--- config.mk ---
export PLATFORM = sky130hd
export DESIGN_NAME = rlse_csr
export DESIGN_NICKNAME = d
export VERILOG_FILES = /design/src/rtl/core/rlse_pkg.sv /design/src/rtl/core/rlse_csr.sv
export SDC_FILE = /design/constraint.sdc
export NUM_CORES = 1
export LEC_CHECK = 0
export ABC_CLOCK_PERIOD_IN_PS = 1200
export BUFFER_PORTS_ARGS = -buffer_cell sky130_fd_sc_hd__buf_2
export CORE_MARGIN = 5
export CORE_UTILIZATION = 35
export CTS_BUF_LIST = sky130_fd_sc_hd__clkbuf_16
export DETAILED_ROUTE_END_ITERATION = 10
export PLACE_DENSITY_LB_ADDON = 0.15
export SLEW_MARGIN = 20
export SYNTH_ARGS = -nofsm -noshare
export SYNTH_HDL_FRONTEND = slang
export SYNTH_SLANG_ARGS = --single-unit
--- constraint.sdc ---
create_clock -name clock -period 1.2 [get_ports clock]
set_input_delay 0.12 -clock clock [delete_from_list [all_inputs] [get_ports clock]]
set_output_delay 0.12 -clock clock [all_outputs]
set_load 0.02 [all_outputs]
--- src/rtl/core/rlse_pkg.sv ---
// Shared types and constants for the LWE sample extraction block.
`default_nettype none

package rlse_pkg;

   localparam int RING_MAX  = 4096;
   localparam int COEF_BITS = 60;
   localparam int IDX_BITS  = $clog2(RING_MAX);
   localparam int SIZE_BITS = IDX_BITS + 1;
   localparam int MOD_BITS  = COEF_BITS + 1;
   localparam int VAR_BITS  = 2;
   localparam int DATA_BITS = 64;
   localparam int REG_BITS  = 2;
   localparam int ADDR_BITS = REG_BITS + 3;

   localparam logic [SIZE_BITS-1:0] RING_MAX_SIZE = SIZE_BITS'(RING_MAX);

   localparam logic MODE_WRITE = 1'b0;
   localparam logic MODE_READ  = 1'b1;

   typedef enum logic [REG_BITS-1:0] {
      REG_RING_SIZE    = 2'd0,
      REG_TARGET_SLOT  = 2'd1,
      REG_COEF_MODULUS = 2'd2,
      REG_VARIANT      = 2'd3
   } csr_reg_type;

   typedef struct packed {
      logic [SIZE_BITS-1:0] ring_size;
      logic [IDX_BITS-1:0]  target_slot;
      logic [MOD_BITS-1:0]  coef_modulus;
      logic [VAR_BITS-1:0]  variant;
   } cfg_type;

   typedef struct packed {
      logic                 mode;
      logic [IDX_BITS-1:0]  position;
      logic [COEF_BITS-1:0] elem0_value;
      logic [COEF_BITS-1:0] elem1_value;
   } req_type;

   typedef struct packed {
      logic [COEF_BITS-1:0] mask_value;
      logic [COEF_BITS-1:0] body_value;
      logic                 range_error;
   } rsp_type;

   typedef struct packed {
      logic                 negate;
      logic                 range_error;
      logic [COEF_BITS-1:0] body_value;
   } stage_type;

endpackage

`default_nettype wire

--- src/rtl/core/rlse_csr.sv ---
// Configuration registers of the LWE sample extraction block behind an APB-style port.
`default_nettype none

module rlse_csr (
   input  wire logic                            clock,
   input  wire logic                            reset,
   input  wire logic                            psel,
   input  wire logic                            penable,
   input  wire logic                            pwrite,
   input  wire logic [rlse_pkg::ADDR_BITS-1:0]  paddr,
   input  wire logic [rlse_pkg::DATA_BITS-1:0]  pwdata,
   output logic      [rlse_pkg::DATA_BITS-1:0]  prdata,
   output logic                                 pready,
   output rlse_pkg::cfg_type                    cfg
);

   rlse_pkg::cfg_type     cfg_ff;
   rlse_pkg::cfg_type     cfg_in;
   rlse_pkg::csr_reg_type reg_sel;
   logic                  wr_en;

   assign reg_sel = rlse_pkg::csr_reg_type'(paddr[rlse_pkg::ADDR_BITS-1:3]);
   assign wr_en   = psel & penable & pwrite;
   assign pready  = 1'b1;
   assign cfg     = cfg_ff;

   always_comb begin
      cfg_in = cfg_ff;
      if (wr_en) begin
         unique case (reg_sel)
            rlse_pkg::REG_RING_SIZE: begin
               cfg_in.ring_size = pwdata[rlse_pkg::SIZE_BITS-1:0];
            end
            rlse_pkg::REG_TARGET_SLOT: begin
               cfg_in.target_slot = pwdata[rlse_pkg::IDX_BITS-1:0];
            end
            rlse_pkg::REG_COEF_MODULUS: begin
               cfg_in.coef_modulus = pwdata[rlse_pkg::MOD_BITS-1:0];
            end
            rlse_pkg::REG_VARIANT: begin
               cfg_in.variant = pwdata[rlse_pkg::VAR_BITS-1:0];
            end
            default: begin
               cfg_in = cfg_ff;
            end
         endcase
      end
   end

   always_comb begin
      unique case (reg_sel)
         rlse_pkg::REG_RING_SIZE: begin
            prdata = rlse_pkg::DATA_BITS'(cfg_ff.ring_size);
         end
         rlse_pkg::REG_TARGET_SLOT: begin
            prdata = rlse_pkg::DATA_BITS'(cfg_ff.target_slot);
         end
         rlse_pkg::REG_COEF_MODULUS: begin
            prdata = rlse_pkg::DATA_BITS'(cfg_ff.coef_modulus);
         end
         rlse_pkg::REG_VARIANT: begin
            prdata = rlse_pkg::DATA_BITS'(cfg_ff.variant);
         end
         default: begin
            prdata = '0;
         end
      endcase
   end

   always_ff @(posedge clock) begin
      if (reset) begin
         cfg_ff.ring_size    <= rlse_pkg::RING_MAX_SIZE;
         cfg_ff.target_slot  <= '0;
         cfg_ff.coef_modulus <= rlse_pkg::MOD_BITS'(1) << rlse_pkg::COEF_BITS;
         cfg_ff.variant      <= '0;
      end else begin
         cfg_ff <= cfg_in;
      end
   end

endmodule

`default_nettype wire

Yosys cells after proc, flatten, opt, wreduce, memory -nomap -nowiden

Cells that the tools add are included.
W data, S select, Z words.

Word-level logic and storage cells: 15
Latch bits: 0
Input bits: 74
Bits in registers: 88
Memory bits (writable): 0
Output and inout port bits: 153
Memories kept: 0
ROM bits: 0

Multiplexer cells: 1
Eq/ne operators: 3
Magnitude comparators: 0
Add/sub/neg operators: 0
Reductions and logical operators: 5
Div/mod/pow operators: 0
Shift operators: 0
Bitwise gates (word level): 2
Multipliers: 0

Operators with widths:

| cell                 | count |
|---|---|
| $pmux W64 S4         | 1 |
| $reduce_and A2 Y1    | 4 |
| $eq A2 B2 Y1 const B | 2 |
| $and A1 B1 Y1        | 2 |
| $eq A2 B1 Y1 const B | 1 |
| $logic_not A2 Y1     | 1 |

Depth between registers and ports, before layout

Depth in word-level cells: 3
Gate-level depth with buffers: 6
Depth with buffers taken out: 3

Worst setup path before layout

OpenSTA, ideal clock, no wires.

Kind: input -> output
Start: input paddr[4] (netlist name)
End: output prdata[10] (netlist name)
Slack: 10 ps
Stages on the path: 4
Data arrival time: 1,070 ps
Path through: buf_6 -> buf_2 -> mux2i_1 -> o21ai_0

Longest elaborated chain between the ends: 2
Elaborated cells between the ends (all ways): 5
Those cells by class: 3 x eq/ne; 1 x mux; 1 x reduce/logical

Ends and longest elaborated chain:

| element                                    | line           | text |
|---|---|---|
| from (decl)                                | rlse_csr.sv:10 | `input wire logic [rlse_pkg::ADDR_BITS-1:0] paddr,` |
| $eq A2 B2 Y1, or another cell as far along | rlse_csr.sv:51 | `unique case (reg_sel)` |
| $pmux W64 S4 *                             | rlse_csr.sv:51 |  |
| to (decl)                                  | rlse_csr.sv:12 | `output logic [rlse_pkg::DATA_BITS-1:0] prdata,` |

Every way passes the cells marked *; elsewhere a longest branch is shown, timed or not. The select of a mux whose other input is x is not followed.

Final worst setup path

Start: register cfg_ff (netlist bit cfg[76])
End: output prdata[1] (netlist name)

Longest elaborated chain between the ends: 1

Ends and longest elaborated chain:

| element                | line           | text |
|---|---|---|
| from (decl)            | rlse_csr.sv:17 | `rlse_pkg::cfg_type cfg_ff;` |
| from (signal assigned) | rlse_csr.sv:77 | `cfg_ff <= cfg_in;` |
| $pmux W64 S4           | rlse_csr.sv:51 |  |

Every way passes these cells. The select of a mux whose other input is x is not followed.

==> flow_metrics.py <==
metrics = {
    "floorplanning": {
        "die_width_um": 122,
        "initial_utilization": 0.353,
        "die_h_um": 122,
        "core_area_sq_mm": 0.0125,
        "ios": 227,
        "die_area_sq_mm": 0.0149,
        "num_rows": 41,
    },
    "yosys": {
        "async_flop_share": 0,
        "synth_area_per_cell_sq_um": 9.35,
        "synth.yosys.warnings": 0,
        "yosys_register_bits": 88,
        "synth_ff_type": "dfxtp_1",
        "yosysUniqueCellTypes": 23,
        "syn_inst": 471,
        "synth_edf_count": 0,
        "netlist_area_sq_mm": 0.00440,
        "yosysSeqAreaShare": 0.400,
    },
    "clock_network": {
        "hold_buffers": 0,
        "clk-insertion-delay-late_ns": 0.33,
        "numCtsBuffers": 9,
        "h-tree-depth": 3,
        "clkTransAtPathRegs_ns": 0.06,
        "cts.sinks": 88,
        "clock_path_buffers": 2,
        "cts_root_buf": "clkbuf_16",
        "cts_tree": "done",
    },
    "placed_design": {
        "dp.cells": 842,
        "place_area_sq_mm": 0.00573,
        "port_buffers": 216,
        "dp_slack_ns": -0.0611,
        "gp_congestion": 0.768,
        "hpwl_mm": 9.38,
    },
    "grt": {
        "grt_pass1_vias": 3885,
        "grt_pass1_wl_mm": 20.1,
        "grt-ovfl-total": 0,
        "antenna_found_initial": 0,
        "grt_usage": 0.168,
        "grt_max_degree": 70,
    },
    "final_layout": {
        "finalNetCount": 773,
        "fillers": 1217,
        "area.growth.synth_to_final_pct": 41.6,
        "antennaDiodeCount": 0,
        "multi_input_area_sq_mm": 0.00233,
        "drive_above_1_share": 0.499,
        "seqCellArea_sq_mm": 0.00180,
        "fin_area_sq_mm": 0.00624,
        "fin_cells": 875,
        "largest_register_ffs": 88,
    },
    "worst_setup_path": {
        "crit_path_end_kind": "primary output",
        "crit-reg2reg-launch": "cfg[16]",
        "cp-endpoint": "prdata[1]",
        "cp.required_ns": 1.08,
        "critical_path_class": "flop to primary output",
        "startpoint_type": "flop",
        "crit_path_max_fanout": 3,
        "arrival_ns": 1.29,
        "startpoint": "cfg[76]",
        "r2r_slack_ns": 0.39,
        "r2r_cells": 2,
        "r2r_end": "cfg[16]",
    },
    "outcome": {
        "violations": "setup timing",
        "status": "complete, but fails checks",
    },
    "sta": {
        "finalSetupTns_ns": -0.401,
        "hold_violations": 0,
        "timing.fmax_mhz": 708,
        "min_period_ns": 1.41,
        "skew_ns": 0,
        "grt_setup_unrepaired": "yes",
        "setup_slack_ns": -0.212,
        "setup_viol_count_final": 2,
        "fin_crit_sh": 1.18,
        "slew_violations": 0,
    },
    "power": {
        "p_total_mw": 6.17,
        "p_per_area_mw_per_mm2": 989,
        "vdd_drop_max_v": 0.000573,
        "p_leak_nw": 3.15,
    },
    "run": {
        "cap_violations": 0,
    },
    "drt": {
        "drc": 0,
        "postRouteAntennaNets": 0,
        "wirelength_mm": 13.0,
        "via_count": 4076,
        "drt_iter0_drc": 232,
        "drtPass1Iterations": 4,
        "via_per_inst": 4.66,
        "wire_per_inst_um": 14.9,
    },
    "worst_hold_path": {
        "min_path_type": "input port to flop",
    },
}
cell usage after synthesis, types with 10 or more instances:
| master | n | area (sq um) |
|---|---|---|
| a21bo_2 | 39 | 390 |
| a21oi_1 | 48 | 240 |
| and2_1 | 50 | 313 |
| buf_2 | 16 | 80.1 |
| buf_6 | 11 | 124 |
| clkbuf_1 | 14 | 52.6 |
| dfxtp_1 | 88 | 1760 |
| mux2i_1 | 51 | 510 |
| nand2_1 | 11 | 41.3 |
| nand2b_1 | 50 | 313 |
| nand3_1 | 50 | 250 |
| o21ai_0 | 10 | 50.1 |
how the worst min path moves through the flow:
stage                     startpoint  endpoint  slack, ns  cells past startpoint
after floorplan           pwdata[12]   cfg[14]       0.27                      2
after global placement    pwdata[56]   cfg[58]       0.38                      3
after detailed placement  pwdata[19]   cfg[21]       0.38                      3
after CTS                 pwdata[19]   cfg[21]       0.02                      3
after global routing      pwdata[20]   cfg[22]       0.03                      3
final                     pwdata[20]   cfg[22]       0.04                      3
layer usage:
layer / vias up / GRT usage / part of all wire
met1: 1862 / 0.216 / 0.44
met5: - / 0 / 0
met2: 155 / 0.283 / 0.48
met3: 11 / 0.0334 / 0.074
met4: 0 / 0.0567 / 0.012
li1: 2048 / - / -
repair_timing:
| action | CTS | global route |
|---|---|---|
| resized for setup | 34 | 18 |
| gates cloned | 1 | 1 |
| buffers inserted | 7 | 9 |
| setup endpoints to repair | 50 | 29 |
logic make-up (layout without fill, tap and decap cells):
group,count (synthesis),count (layout),share of synthesized area
multiplexers,53,53,0.126
AO/OA/AOI/OAI,106,106,0.175
other,2,4,0.00171
buffers and inverters,50,280,0.0736
AND/OR/NAND/NOR,172,172,0.224
flip-flops,88,88,0.400
cell type report:
| cell class | instances | share of cell area |
|---|---|---|
| multi-input combinational | 335 | 0.374 |
| tap | 172 | 0.0345 |
| sequential | 88 | 0.288 |
| clock buffer | 9 | 0.0361 |
| timing repair buffer | 265 | 0.263 |
| clock inverter | 6 | 0.00461 |
stage by stage:
stage               hold WS, ns  utilization
floorplan                 0.267            -
global route             0.0327        0.500
finish                   0.0373        0.500
detailed placement        0.379        0.460
CTS                      0.0216        0.491
global placement          0.376        0.460
layout by cell type (no fill, tap or decap), drive strengths merged:
| cell type | count |
|---|---|
| or3 | 1 |
| bufbuf | 1 |
| mux4 | 2 |
| nor2 | 5 |
| nand3 | 50 |
| a21oi | 48 |
| clkinv | 4 |
| dfxtp | 88 |
| and3 | 1 |
| buf | 262 |
| o21ai | 10 |
| nand2b | 50 |
| mux2i | 51 |
| nand2 | 12 |
| inv | 1 |
| and2 | 50 |
| conb | 4 |
| nor2b | 2 |
| nor3 | 1 |
| a21bo | 48 |
| clkbuf | 11 |
| clkinvlp | 1 |
where the power goes:
part	switching, mW	internal (mW)	leakage, nW
Clock	1.08	1.36	0.127
Combinational	0.395	0.346	2.30
Sequential	0.0273	2.96	0.724
Total	1.50	4.67	3.15
worst max-delay path: stages, from the launching register on:
cell and delay (ns):
dfxtp_2 0.33, mux4_2 0.47, buf_6 0.15
Power figures use the tool's default switching activity.
